$ cat src/rtl/fsls_pkg.sv
// Package for the framed score list sorter.
// Holds item structs, command and status codes, and controller/datapath links.
// No dependencies.
package fsls_pkg;

    localparam logic [2:0] CMD_OPEN  = 3'd0;
    localparam logic [2:0] CMD_CLOSE = 3'd1;
    localparam logic [2:0] CMD_ALLOC = 3'd2;
    localparam logic [2:0] CMD_SORT  = 3'd3;
    localparam logic [2:0] CMD_FIRST = 3'd4;
    localparam logic [2:0] CMD_NEXT  = 3'd5;

    localparam logic [1:0] ST_OK         = 2'd0;
    localparam logic [1:0] ST_STORE_FULL = 2'd1;
    localparam logic [1:0] ST_STACK_FULL = 2'd2;
    localparam logic [1:0] ST_NO_FRAME   = 2'd3;

    localparam logic signed [31:0] TOP_SCORE = 32'sh7FFF_FFFF;

    typedef struct packed {
        logic [2:0]         cmd;
        logic signed [31:0] score;
        logic [10:0]        slot;
    } t_in_item;

    typedef struct packed {
        logic [10:0]        slot_out;
        logic signed [31:0] score_out;
        logic               found;
        logic [1:0]         status;
    } t_out_item;

    typedef enum logic [1:0] {
        RES_NONE  = 2'd0,
        RES_ZERO  = 2'd1,
        RES_ALLOC = 2'd2,
        RES_RAM   = 2'd3
    } t_res_op;

    typedef enum logic [1:0] {
        RD_IDX  = 2'd0,
        RD_HEAD = 2'd1,
        RD_LINK = 2'd2
    } t_rd_sel;

    typedef struct packed {
        logic       cap;
        logic       open;
        logic       close;
        logic       cl_load;
        logic       alloc;
        logic       score_rd;
        t_rd_sel    rd_sel;
        logic       sort_init;
        logic       scan;
        logic       pass2;
        logic       pass_start;
        logic       pass_next;
        t_res_op    res_op;
        logic [1:0] res_status;
        logic       emit;
    } t_ctrl;

    typedef struct packed {
        logic [2:0] cmd;
        logic       depth_zero;
        logic       depth_full;
        logic       depth_ge2;
        logic       fp_full;
        logic       slot_ok;
        logic       head_valid;
        logic       scan_busy;
        logic       any;
        logic       link_valid;
        logic       out_free;
    } t_stat;

endpackage

$ cat src/rtl/fsls_ctrl.sv
// Controller state machine: decodes each item and sequences the datapath.
// Depends on fsls_pkg.
module fsls_ctrl import fsls_pkg::*; (
    input  logic  i_clk,
    input  logic  i_rst_n,
    input  logic  i_in_valid,
    output logic  o_in_ready,
    input  t_stat i_stat,
    output t_ctrl o_ctrl
);
    typedef enum logic [7:0] {
        S_IDLE = 8'b0000_0001,
        S_DEC  = 8'b0000_0010,
        S_NX   = 8'b0000_0100,
        S_CL   = 8'b0000_1000,
        S_RDS  = 8'b0001_0000,
        S_P1   = 8'b0010_0000,
        S_P2   = 8'b0100_0000,
        S_EMIT = 8'b1000_0000
    } t_state;

    t_state r_state, n_state;

    always_comb begin
        n_state = r_state;
        o_ctrl  = '0;
        unique case (r_state)
            S_IDLE: begin
                o_ctrl.cap = i_in_valid;
                if (i_in_valid) n_state = S_DEC;
            end
            S_DEC: begin
                n_state         = S_EMIT;
                o_ctrl.res_op   = RES_ZERO;
                o_ctrl.res_status = ST_OK;
                if (i_stat.cmd == CMD_OPEN) begin
                    if (i_stat.depth_full) o_ctrl.res_status = ST_STACK_FULL;
                    else o_ctrl.open = 1'b1;
                end else if (i_stat.cmd == CMD_NEXT) begin
                    if (i_stat.slot_ok) begin
                        o_ctrl.res_op = RES_NONE;
                        n_state       = S_NX;
                    end
                end else if (i_stat.cmd > CMD_NEXT) begin
                    o_ctrl.res_status = ST_OK;
                end else if (i_stat.depth_zero) begin
                    o_ctrl.res_status = ST_NO_FRAME;
                end else if (i_stat.cmd == CMD_CLOSE) begin
                    o_ctrl.close = 1'b1;
                    if (i_stat.depth_ge2) n_state = S_CL;
                end else if (i_stat.cmd == CMD_ALLOC) begin
                    if (i_stat.fp_full) begin
                        o_ctrl.res_status = ST_STORE_FULL;
                    end else begin
                        o_ctrl.alloc  = 1'b1;
                        o_ctrl.res_op = RES_ALLOC;
                    end
                end else if (i_stat.cmd == CMD_SORT) begin
                    o_ctrl.res_op    = RES_NONE;
                    o_ctrl.sort_init = 1'b1;
                    n_state          = S_P1;
                end else if (i_stat.head_valid) begin
                    o_ctrl.res_op   = RES_NONE;
                    o_ctrl.score_rd = 1'b1;
                    o_ctrl.rd_sel   = RD_HEAD;
                    n_state         = S_RDS;
                end
            end
            S_NX: begin
                if (i_stat.link_valid) begin
                    o_ctrl.score_rd = 1'b1;
                    o_ctrl.rd_sel   = RD_LINK;
                    n_state         = S_RDS;
                end else begin
                    o_ctrl.res_op = RES_ZERO;
                    n_state       = S_EMIT;
                end
            end
            S_CL: begin
                o_ctrl.cl_load = 1'b1;
                o_ctrl.res_op  = RES_ZERO;
                n_state        = S_EMIT;
            end
            S_RDS: begin
                o_ctrl.res_op = RES_RAM;
                n_state       = S_EMIT;
            end
            S_P1: begin
                o_ctrl.scan = 1'b1;
                if (!i_stat.scan_busy) begin
                    if (i_stat.any) begin
                        o_ctrl.pass_start = 1'b1;
                        n_state           = S_P2;
                    end else if (i_stat.head_valid) begin
                        o_ctrl.score_rd = 1'b1;
                        o_ctrl.rd_sel   = RD_HEAD;
                        n_state         = S_RDS;
                    end else begin
                        o_ctrl.res_op = RES_ZERO;
                        n_state       = S_EMIT;
                    end
                end
            end
            S_P2: begin
                o_ctrl.scan  = 1'b1;
                o_ctrl.pass2 = 1'b1;
                if (!i_stat.scan_busy) begin
                    o_ctrl.pass_next  = 1'b1;
                    o_ctrl.pass_start = 1'b1;
                    n_state           = S_P1;
                end
            end
            S_EMIT: begin
                if (i_stat.out_free) begin
                    o_ctrl.emit = 1'b1;
                    n_state     = S_IDLE;
                end
            end
            default: n_state = S_IDLE;
        endcase
    end

    always_ff @(posedge i_clk) begin
        if (!i_rst_n) begin
            r_state <= S_IDLE;
        end else begin
            r_state <= n_state;
        end
    end

    assign o_in_ready = (r_state == S_IDLE);
endmodule

$ cat config.mk
export PLATFORM = sky130hd
export DESIGN_NAME = fsls_ctrl
export DESIGN_NICKNAME = d
export VERILOG_FILES = /design/src/rtl/fsls_pkg.sv /design/src/rtl/fsls_ctrl.sv
export SDC_FILE = /design/constraint.sdc
export NUM_CORES = 1
export LEC_CHECK = 0
export BUFFER_PORTS_ARGS = -buffer_cell sky130_fd_sc_hd__buf_2
export CAP_MARGIN = 10
export CELL_PAD_IN_SITES_DETAIL_PLACEMENT = 1
export CELL_PAD_IN_SITES_GLOBAL_PLACEMENT = 2
export CORE_ASPECT_RATIO = 0.8
export CORE_UTILIZATION = 25
export DETAILED_ROUTE_END_ITERATION = 7
export GPL_TIMING_DRIVEN = 0
export HOLD_SLACK_MARGIN = 0.1
export PLACE_DENSITY = 0.76
export SLEW_MARGIN = 25
export SYNTH_ARGS = -nofsm -noshare
export SYNTH_HDL_FRONTEND = slang
export SYNTH_SLANG_ARGS = --single-unit
export TNS_END_PERCENT = 50
$ cat constraint.sdc
create_clock -name i_clk -period 3.5 [get_ports i_clk]
set_clock_uncertainty 0.15 [all_clocks]
set_input_delay 1.05 -clock i_clk [delete_from_list [all_inputs] [get_ports i_clk]]
set_output_delay 1.05 -clock i_clk [all_outputs]
set_load 0.02 [all_outputs]
* Word-level counts from Yosys, hierarchy flattened
Index checks and enable logic that the tools add are counted.
** Word-level totals
- Register bits after elaboration :: 8
** Operators by class
- Order comparisons :: 1
- Equality and inequality tests :: 16
- Multiplexer cells :: 75
- Reduce and logical (&&, ||, !) cells :: 4
** Operators by type and width (count)
- $mux W8 :: 16
- $pmux W8 S7 :: 1
- $mux W2 :: 17
- $mux W1 :: 26
- $mux W5 :: 5
- $mux W3 :: 5
- $pmux W2 S5 :: 1
- $pmux W3 S3 :: 1
- $eq A8 B1 Y1 const B :: 1
- $eq A8 B2 Y1 const B :: 1
- $eq A8 B3 Y1 const B :: 1
- $eq A8 B4 Y1 const B :: 1
- $eq A8 B5 Y1 const B :: 1
- $eq A8 B6 Y1 const B :: 1
- $eq A8 B7 Y1 const B :: 1
- $eq A8 B8 Y1 const B :: 1
- $mux W4 :: 2
- $ne A2 B2 Y1 const B :: 4
- $eq A3 B2 Y1 const B :: 2
- $reduce_and A4 Y1 :: 1
- $reduce_or A2 Y1 :: 2
- $eq A3 B1 Y1 const B :: 1
- $eq A3 B3 Y1 const B :: 1
- $gt A3 B3 Y1 const B :: 1
- 2 further kinds :: 2

* Depth between registers and ports, before layout
Gate-level depths: netlist of run 1.
- Word-level depth :: 9
- Gate-level depth with buffers :: 7
- Gate-level depth less buffers :: 5

* Least setup slack after synthesis of run 1
Ideal clock, no wire load.
- Kind :: input to output
- Start point :: input port i_stat[10] (netlist name)
- End point :: output port o_ctrl[3] (netlist name)
- Arrival time :: 2.339 ns
- Setup slack :: -0.039 ns
- Cell stages on the path :: 6
- Path buffers :: 1
- Cells stage by stage :: clkbuf_1 -> nor2_1 -> a22o_1 -> a32o_1 -> a211o_1 -> o211ai_1
** RTL lines
- from (decl) :: RTL line fsls_ctrl.sv:8 : input t_stat i_stat,
- to (decl) :: RTL line fsls_ctrl.sv:9 : output t_ctrl o_ctrl

==> results of run 1 <==
cell usage after synthesis, types with 2 or more instances:
master / n / share of area (%)
a21oi_1: 10 / 5.5
and2_1: 3 / 2.1
and3_1: 2 / 1.4
and4_1: 2 / 1.9
buf_2: 2 / 1.1
clkbuf_1: 9 / 3.7
dfxtp_1: 8 / 18
inv_1: 6 / 2.5
nand2_1: 7 / 2.9
nand2b_1: 2 / 1.4
nand3_1: 6 / 3.3
nand4b_1: 3 / 2.9
nor2_1: 14 / 5.8
nor2b_1: 3 / 2.1
nor3_1: 4 / 2.2
nor3b_1: 3 / 2.5
nor4_1: 5 / 3.4
nor4b_1: 2 / 1.9
nor4bb_1: 2 / 2.2
o211ai_1: 2 / 1.7
o21ai_0: 3 / 1.7
xnor2_1: 2 / 1.9
routing by layer:
| metal | vias up | wire length (um) | part of all wire, % | GRT usage, % |
|---|---|---|---|---|
| met5 | - | 0 | 0 | 0 |
| met3 | 2 | 101 | 3.2 | 3.08 |
| met2 | 27 | 1350 | 43 | 25.9 |
| met1 | 519 | 1650 | 53 | 24.1 |
| li1 | 548 | - | - | - |
| met4 | 0 | 10 | 0.32 | 4.66 |
power by group through the flow:
| stage | sequential [mW] | clock (mW) | combinational, mW |
|---|---|---|---|
| floorplan | 0.0971 | 0 | 0.0743 |
| global placement | 0.0973 | 0 | 0.105 |
| detailed placement | 0.0973 | 0 | 0.109 |
| CTS | 0.0957 | 0.115 | 0.114 |
| global route | 0.0957 | 0.119 | 0.128 |
| finish | 0.0958 | 0.113 | 0.117 |
critical path: cells and delay by family:
kind | cells | cell delay [ps]
AOI/OAI and AO/OA | 4 | 800
buffers and inverters | 3 | 410
metrics by stage:
stage | std cells | utilization, % | setup TNS (ps)
2_1_floorplan | 126 | - | 0
3_3_place_gp | 201 | 32.7 | -198
3_5_place_dp | 201 | 32.7 | -215
4_1_cts | 206 | 35.2 | 0
5_1_grt | 206 | 35.9 | -61.7
6_report | 206 | 35.9 | 0
how the worst max path moves through the flow:
stage / startpoint / end / slack [ps] / cells past startpoint
6_report: i_stat[11] / o_ctrl[3] / 30 / 7
5_1_grt: i_stat[12] / o_ctrl[3] / -30 / 7
4_1_cts: i_stat[10] / o_ctrl[3] / 3 / 7
3_5_place_dp: i_stat[10] / o_ctrl[3] / -180 / 8
3_3_place_gp: i_stat[10] / o_ctrl[3] / -170 / 8
2_1_floorplan: i_stat[9] / o_ctrl[4] / 50 / 5
cell type report:
type                       instances  area [um2]  share of cell area (%)
clock buffer                       3        41.3                    3.34
buffer                            11        65.1                    5.26
sequential                         8         160                    12.9
inverter                           6        22.5                    1.82
tap                               42        52.6                    4.25
timing repair buffer              35         183                    14.8
multi-input combinational        101         713                    57.6
cell families (layout without fill, tap and decap cells):
family / Yosys count / after routing / share of synthesized area [%]
buf+inv: 17 / 55 / 7.30
compound gates: 29 / 29 / 23.4
flops: 8 / 8 / 17.6
simple gates: 69 / 69 / 48.5
mux: 1 / 1 / 1.24
xor+xnor: 2 / 2 / 1.93
repair_timing:
item | 4_1_cts | 5_1_grt
setup buffers | 2 | 0
pin swaps | 1 | 1
gates resized for setup | 7 | 6
setup endpoints to repair | 3 | 4
gates cloned | 0 | 0
==> results.toml, run 1 <==
[status]
status = "finished clean"

[sta]
hold_ws_ps = 545
setup_viol = 0
slew_headroom_pct = 69.0
post-route-period-util_pct = 99.1
worst_slew_pin_slew_ps = 460
fin_ws_ps = 31.0
slew_violations = 0
rsz0062_at_grt = "true"
fmax_ghz = 0.288
final_hold_viol_count = 0
fin_crit_ps = 3470

[grt]
grt_overflow = 0
antenna_found_initial = 0
grt_pass1_vias = 1068
grt_pass1_wl_um = 5240
grt_usage_pct = 16.9
grt_max_degree = 11

[worst_setup_path]
r2r_setup_slack_ps = 1220
slowest_stage = "a211o_1"
critPathCaptureType = "output pin"
max_stage_delay_ps = 280
rr_worst_depth = 6
r2r-end = "r_state[7]$_SDFFE_PN0P_"
cp-start-kind = "input port"
timing.rr.start = "r_state[7]$_SDFFE_PN0P_"
crit_arrival_ps = 2270
critPathMaxFanout = 2
worstSetupPathType = "in2out"
cp.required_ps = 2300
crit_chain = "buf_2, clkbuf_8, a22o_1, a32o_1, a211o_1, o211ai_1, buf_4"

[final_layout]
layout_commonest_cell = "buf_2"
fin_nets = 182
antenna_cells = 0
top_register = "r_state"
final_area_um2 = 1240
drive_above_1_share_pct = 36.0
reg_top3 = "r_state (8)"
final_cell_mix = "34 x buf_2, 13 x nor2_1, 10 x a21oi_1, 8 x dfxtp_1, 7 x nand2_1"
largest_reg_flops = 8
syn2layout_area_growth_pct = 36.2
n_fill_cell = 442

[die]
die_area_um2 = 3880
initial_utilization_pct = 26.4
io_pins = 35
rows = 19
core_area_um2 = 3450
dieWidth_um = 69.4
die_y_um = 55.9

[power_and_ir_drop]
switchingPower_mw = 0.107
comb_power_share_pct = 35.9
p_int_mw = 0.219
clkPwrFrac_pct = 34.6
seq_power_share_pct = 29.4
swShare_pct = 32.8
vdd_drop_max_mv = 0.0943
power.leakage_nw = 0.535
finalPower_mw = 0.325
powerDensity_nw_per_um2 = 263

[synthesis]
syn_inst = 126
synth-seq-cells = 8
synth_ff_type = "dfxtp_1"
ys_types = 48
syn_avg_cell_area_um2 = 7.21
synthArstFlopShare_pct = 0
synthesis.area_um2 = 908
synth_edf_count = 0
yosysSeqAreaShare_pct = 17.6
synth_fp_nets = 142
yosys_warnings = 0

[placement]
place_area_um2 = 1130
place_ws_ps = -181
place_hpwl_um = 2470
place.gp.congestion = 0.786
portBuffers = 33

[clock_network]
postCtsHoldBufs = 0
cts_buffer_depth = 2
cts.sinks = 8
clk_pin_slew_worst_paths_ps = 40
root_buffer = "clkbuf_8"
clock_latency_ps = 230
cts_made_buffers = 3
cts_htree_levels = 1
cts_tree = "done"

[route]
drt-vias-per-instance = 5.32
totalWireLength_um = 3110
dr.pass1.iters = 4
postRouteAntennaNets = 0
drtIter0Drc = 40
wl_per_cell_um = 15.1
post-route-drc-count = 0
vias = 1096

[worst_hold_path]
holdPathEnd = "r_state[1]$_SDFFE_PN0P_"
hp-start = "r_state[1]$_SDFFE_PN0P_"
whs_path_depth = 2
min-delay-path-class = "reg2reg"

[run]
maxCapViolations = 0
No activity file was read; power rests on OpenSTA's default activity.
==> run 2, diff against run 1 <==
Settings changed: ABC_AREA set to 1, PLACE_DENSITY 0.76 to 0.77.
==> run 2 against run 1 <==
  * Synthesized area up 2.8%
  * Total power shrank 3.1%
  * Wire length decreased by 14%
  * Synthesized cell count grew 10%
  * Sequential power is 4% higher
==> results.toml, run 2 <==
[sta]
post-route-period-util_pct = 96.2
worst_slew_pin_slew_ps = 320
slew_headroom_pct = 78.7
fin_ws_ps = 134
fmax_ghz = 0.297
final_hold_viol_count = 0
setup_viol = 0
rsz0062_at_grt = "false"
fin_crit_ps = 3370
fin_setup_tns_ps = 0
hold_ws_ps = 406
slew_violations = 0

[status]
status = "finished clean"

[synthesis]
yosys-top-cells-count = "23 x nand2_1, 20 x inv_1, 20 x nor2_1"
synthMuxAreaShare_pct = 0
synth_area_leaders = "dfxtp_1 17%, nand2_1 9.2%, inv_1 8.0%"
synth_fp_nets = 155
synth-seq-cells = 8
ys_types = 31
synth_edf_count = 0
syn_inst = 139
synthArstFlopShare_pct = 0
synthesis.area_um2 = 933
yosys.cell_count.top_type = "nand2_1"
yosys_warnings = 0
synth_fa_ha_area_share_pct = 0
syn_avg_cell_area_um2 = 6.72
synth_top_family_by_area = "simple AND/OR/NAND/NOR gates"
synth_simple_gate_area_share_pct = 57.1
synth_ff_type = "dfxtp_1"
synth-compound-area-share_pct = 13.0
synth_top_cell_area_share_pct = 17.2
yosysSeqAreaShare_pct = 17.2
yosysTopAreaCell = "dfxtp_1"
synth_xor_area_share_pct = 0

[clock_network]
clk_pin_slew_worst_paths_ps = 40
cts_tree = "done"
cts_buffer_depth = 2
cts_htree_levels = 1
cts_made_buffers = 3
cts.sinks = 8
root_buffer = "clkbuf_8"
postCtsHoldBufs = 0
post_cts_buffers = 0
clock_latency_ps = 230

[grt]
grt_overflow = 0
grt_usage_pct = 14.2
grt_pass1_wl_um = 4490
grt_pass1_vias = 997
antenna_found_initial = 0
grt_max_degree = 8

[final_layout]
layout_commonest_cell = "buf_2"
post-route-util_pct = 34.3
syn2layout_area_growth_pct = 28.3
fin_nets = 194
largest_reg_flops = 8
reg_top3 = "r_state (8)"
top_register = "r_state"
final_cell_mix = "34 x buf_2, 23 x nand2_1, 20 x nor2_1, 19 x inv_1, 11 x inv_2"
n_fill_cell = 463
antenna_cells = 0
drive_above_1_share_pct = 43.2
final_area_um2 = 1200
final-instance-count-excl-fill = 218

[power_and_ir_drop]
vdd_drop_max_mv = 0.0961
finalPower_mw = 0.315
power.leakage_nw = 0.649
swShare_pct = 35.1
switchingPower_mw = 0.111
powerDensity_nw_per_um2 = 263
p_int_mw = 0.205
seq_power_share_pct = 31.9
clkPwrFrac_pct = 35.3
comb_power_share_pct = 32.9

[worst_setup_path]
cp.required_ps = 2300
cp-start-kind = "input port"
crit_arrival_ps = 2170
critPathMaxFanout = 6
worstSetupPathType = "in2out"
critPathCaptureType = "output pin"
r2r_setup_slack_ps = 1860

[placement]
place.gp.congestion = 0.832
portBuffers = 34
place_hpwl_um = 2350
placed_cells = 215
place_area_um2 = 1160
place_ws_ps = 73.5

[die]
initial_utilization_pct = 26.7
io_pins = 35
die_area_um2 = 3980
core_area_um2 = 3490
die_y_um = 56.7
dieWidth_um = 70.3
rows = 19

[run]
maxCapViolations = 0

[route]
postRouteAntennaNets = 0
dr.pass1.iters = 4
wl_per_cell_um = 12.3
drtIter0Drc = 21
vias = 1005
drt-vias-per-instance = 4.61
post-route-drc-count = 0
totalWireLength_um = 2680

[worst_hold_path]
min-delay-path-class = "reg2reg"
==> run 2: changes by cell type after synthesis, sizes merged, moves of 3 or more <==
cell / change
clkbuf: -9
a21oi: -6
nor4: -6
nand3: +7
nor3b: -3
nor2: +12
nand2: +22
nand4b: -3
and2: -4
nor2b: -3
nand4: +8
inv: +25
==> run 2: area by class of cell <==
cell class	instances	area, um2	share of cell area (%)
Sequential cell	8	160	13.4
Timing Repair Buffer	34	170	14.2
Tap cell	42	52.6	4.39
Inverter	31	119	9.93
Multi-Input combinational cell	100	654	54.6
Clock buffer	3	41.3	3.45
==> run 2: worst paths after layout <==
kind | start | end | depth (start not counted)
worst max-delay path | i_stat[11] | o_ctrl[3] | 9
worst min register to register | r_state[6]$_SDFFE_PN0P_ | r_state[6]$_SDFFE_PN0P_ | 2
worst min-delay path | r_state[6]$_SDFFE_PN0P_ | r_state[6]$_SDFFE_PN0P_ | 2
worst max register to register | r_state[6]$_SDFFE_PN0P_ | r_state[7]$_SDFFE_PN0P_ | 11
==> run 2: what timing repair did <==
item	in CTS	in global routing
resized for setup	0	1
endpoints found under the hold margin	0	0
setup endpoints to repair	0	1
==> run 2: kinds of logic after synthesis <==
logic type,after synthesis
AO/OA/AOI/OAI,17
buffers and inverters,31
flip-flops,8
AND/OR/NAND/NOR,83
==> run 2: per-layer routing <==
| metal | GRT usage (%) | up-vias | share of wire (%) |
|---|---|---|---|
| li1 | - | 531 | - |
| met1 | 21.3 | 455 | 55 |
| met2 | 21.4 | 17 | 42 |
| met3 | 0.718 | 2 | 2.8 |
| met4 | 5.14 | 0 | 0.52 |
| met5 | 0 | - | 0 |
==> run 2: power by group through the flow <==
stage               registers [mW]  logic, mW  clock network [mW]
floorplan                    0.101     0.0728                   0
global placement             0.102      0.103                   0
CTS                          0.101      0.105               0.113
global route                 0.101      0.116               0.117
detailed placement           0.102      0.105                   0
finish                       0.100      0.104               0.111
==> run 2: worst max-delay path, stage by stage <==
cell and delay, ps:
buf_2 130, nor2_1 260, nand2_1 200, inv_1 130
nor2_1 70, nand2_1 70, nand2_1 50, nand2_1 60
buf_2 160
==> run 3, diff against run 2 <==
Settings changed: PLACE_DENSITY 0.77 to not set, PLACE_DENSITY_LB_ADDON set to 0.25.
==> run 3 against run 2 <==
  * Hold slack got worse by 9.9 ps
  * Largest cell class unchanged
  * Sequential share of layout area hardly changed
  * Utilization increased by 0.072 points
  * Register-to-register slack worse by 40 ps
  * Highest routed layer unchanged
  * Non-clock buffer count stayed put
  * Global-route usage about the same
  * Critical path depth grew 1
  * Wire length down 3.2%
  * First-iteration DRC count down 4.8%
  * Worst setup slack gained 53 ps
==> results.toml, run 3 (synthesis results as in run 2) <==
[die]
die_area_um2 = 3980
core_area_um2 = 3490
rows = 19
io_pins = 35
dieWidth_um = 70.3
die_y_um = 56.7
initial_utilization_pct = 26.7

[sta]
setup_viol = 0
fin_setup_tns_ps = 0
fin_crit_ps = 3310
fmax_ghz = 0.302
worst_slew_pin_slew_ps = 317
rsz0062_at_grt = "false"
slew_headroom_pct = 78.9
final_hold_viol_count = 0
post-route-period-util_pct = 94.7
fin_ws_ps = 187
hold_ws_ps = 396
slew_violations = 0

[worst_setup_path]
crit_arrival_ps = 2110
worstSetupPathType = "in2out"
critPathMaxFanout = 7
crit_chain = "buf_2, inv_2, nand3_1, nor2_1, a31oi_1, o21ai_0, nand2_1, nand2_1, nand2_1, buf_2"
cp.required_ps = 2300
crit_start = "i_stat[12]"
path_common_cell = "nand2_1"
max_stage_delay_ps = 150
timing.rr.start = "r_state[6]$_SDFFE_PN0P_"
slowest_stage = "nor2_1"
critPathCaptureType = "output pin"
rr_worst_depth = 11
cp-start-kind = "input port"

[route]
post-route-drc-count = 0
drtIter0Drc = 20
wl_per_cell_um = 11.9
dr.pass1.iters = 4
drt-vias-per-instance = 4.65
postRouteAntennaNets = 0
vias = 1013
totalWireLength_um = 2590

[placement]
placed_cells = 215
place_hpwl_um = 2300
portBuffers = 34
place_area_um2 = 1160
place.gp.congestion = 0.822
place_ws_ps = 84.0

[final_layout]
syn2layout_area_growth_pct = 28.6
post-route-util_pct = 34.3
top_register = "r_state"
antenna_cells = 0
final-instance-count-excl-fill = 218
fin_nets = 194
drive_above_1_share_pct = 43.8
final_cell_mix = "34 x buf_2, 23 x nand2_1, 19 x inv_1, 19 x nor2_1, 11 x inv_2"
layout_commonest_cell = "buf_2"
largest_reg_flops = 8
final_area_um2 = 1200
reg_top3 = "r_state (8)"

[clock_network]
cts_buffer_depth = 2
cts.sinks = 8
cts_tree = "done"
post_cts_buffers = 0
cts_made_buffers = 3
cts_htree_levels = 1
clk_pin_slew_worst_paths_ps = 40
clock_latency_ps = 220
root_buffer = "clkbuf_8"

[grt]
met2_usage_pct = 21.6
grt_max_degree = 8
grt_pass1_vias = 1016
grt_use_met3_pct = 1.44
grt_pass1_wl_um = 4570
grt_util_met1_pct = 21.4
grt_usage_pct = 14.2
grt_overflow = 0
busiest_layer = "met2"
antenna_found_initial = 0

[run]
maxCapViolations = 0

[status]
status = "finished clean"

[worst_hold_path]
hp-start = "r_state[6]$_SDFFE_PN0P_"
whs_path_depth = 2
min-delay-path-class = "reg2reg"

[power_and_ir_drop]
vdd_drop_max_mv = 0.105
power.leakage_nw = 0.649
finalPower_mw = 0.310
powerDensity_nw_per_um2 = 258
[run 3: routing by layer]
metal  vias to the layer above  routed length (um)
met5                         -                   0
met1                       463                1410
met2                        23                1050
met4                         0                  17
met3                         2                 122
li1                        525                   -
[run 3: critical path: cells and delay by family]
kind,cells,cell delay [ps]
AND/OR/NAND/NOR,5,460
buffers and inverters,3,390
AO/OA/AOI/OAI,2,200
[run 3: report_power, final]
part / total (mW) / internal (mW) / switching (mW)
Combinational: 0.103 / 0.0348 / 0.0687
Sequential: 0.101 / 0.0953 / 0.00531
Clock: 0.106 / 0.0741 / 0.0319
[run 3: repair_timing]
item,in CTS,in global routing
setup endpoints to repair,0,1
resized for setup,0,2
hold buffers,0,0
[run 3: cell type report]
class | instances | area [um2]
repair buffers | 34 | 170
inverters | 31 | 119
clock buffers | 3 | 41.3
fillers | 472 | 2290
well taps | 42 | 52.6
flip-flops and latches | 8 | 160
multi-input cells | 100 | 657
[run 3: path summary, 6_finish.rpt]
| kind | end | slack (ps) |
|---|---|---|
| worst min register to register | r_state[6]$_SDFFE_PN0P_ | 400 |
| worst max register to register | r_state[7]$_SDFFE_PN0P_ | 1820 |
| worst min-delay path | r_state[6]$_SDFFE_PN0P_ | 400 |
| worst max-delay path | o_ctrl[3] | 190 |
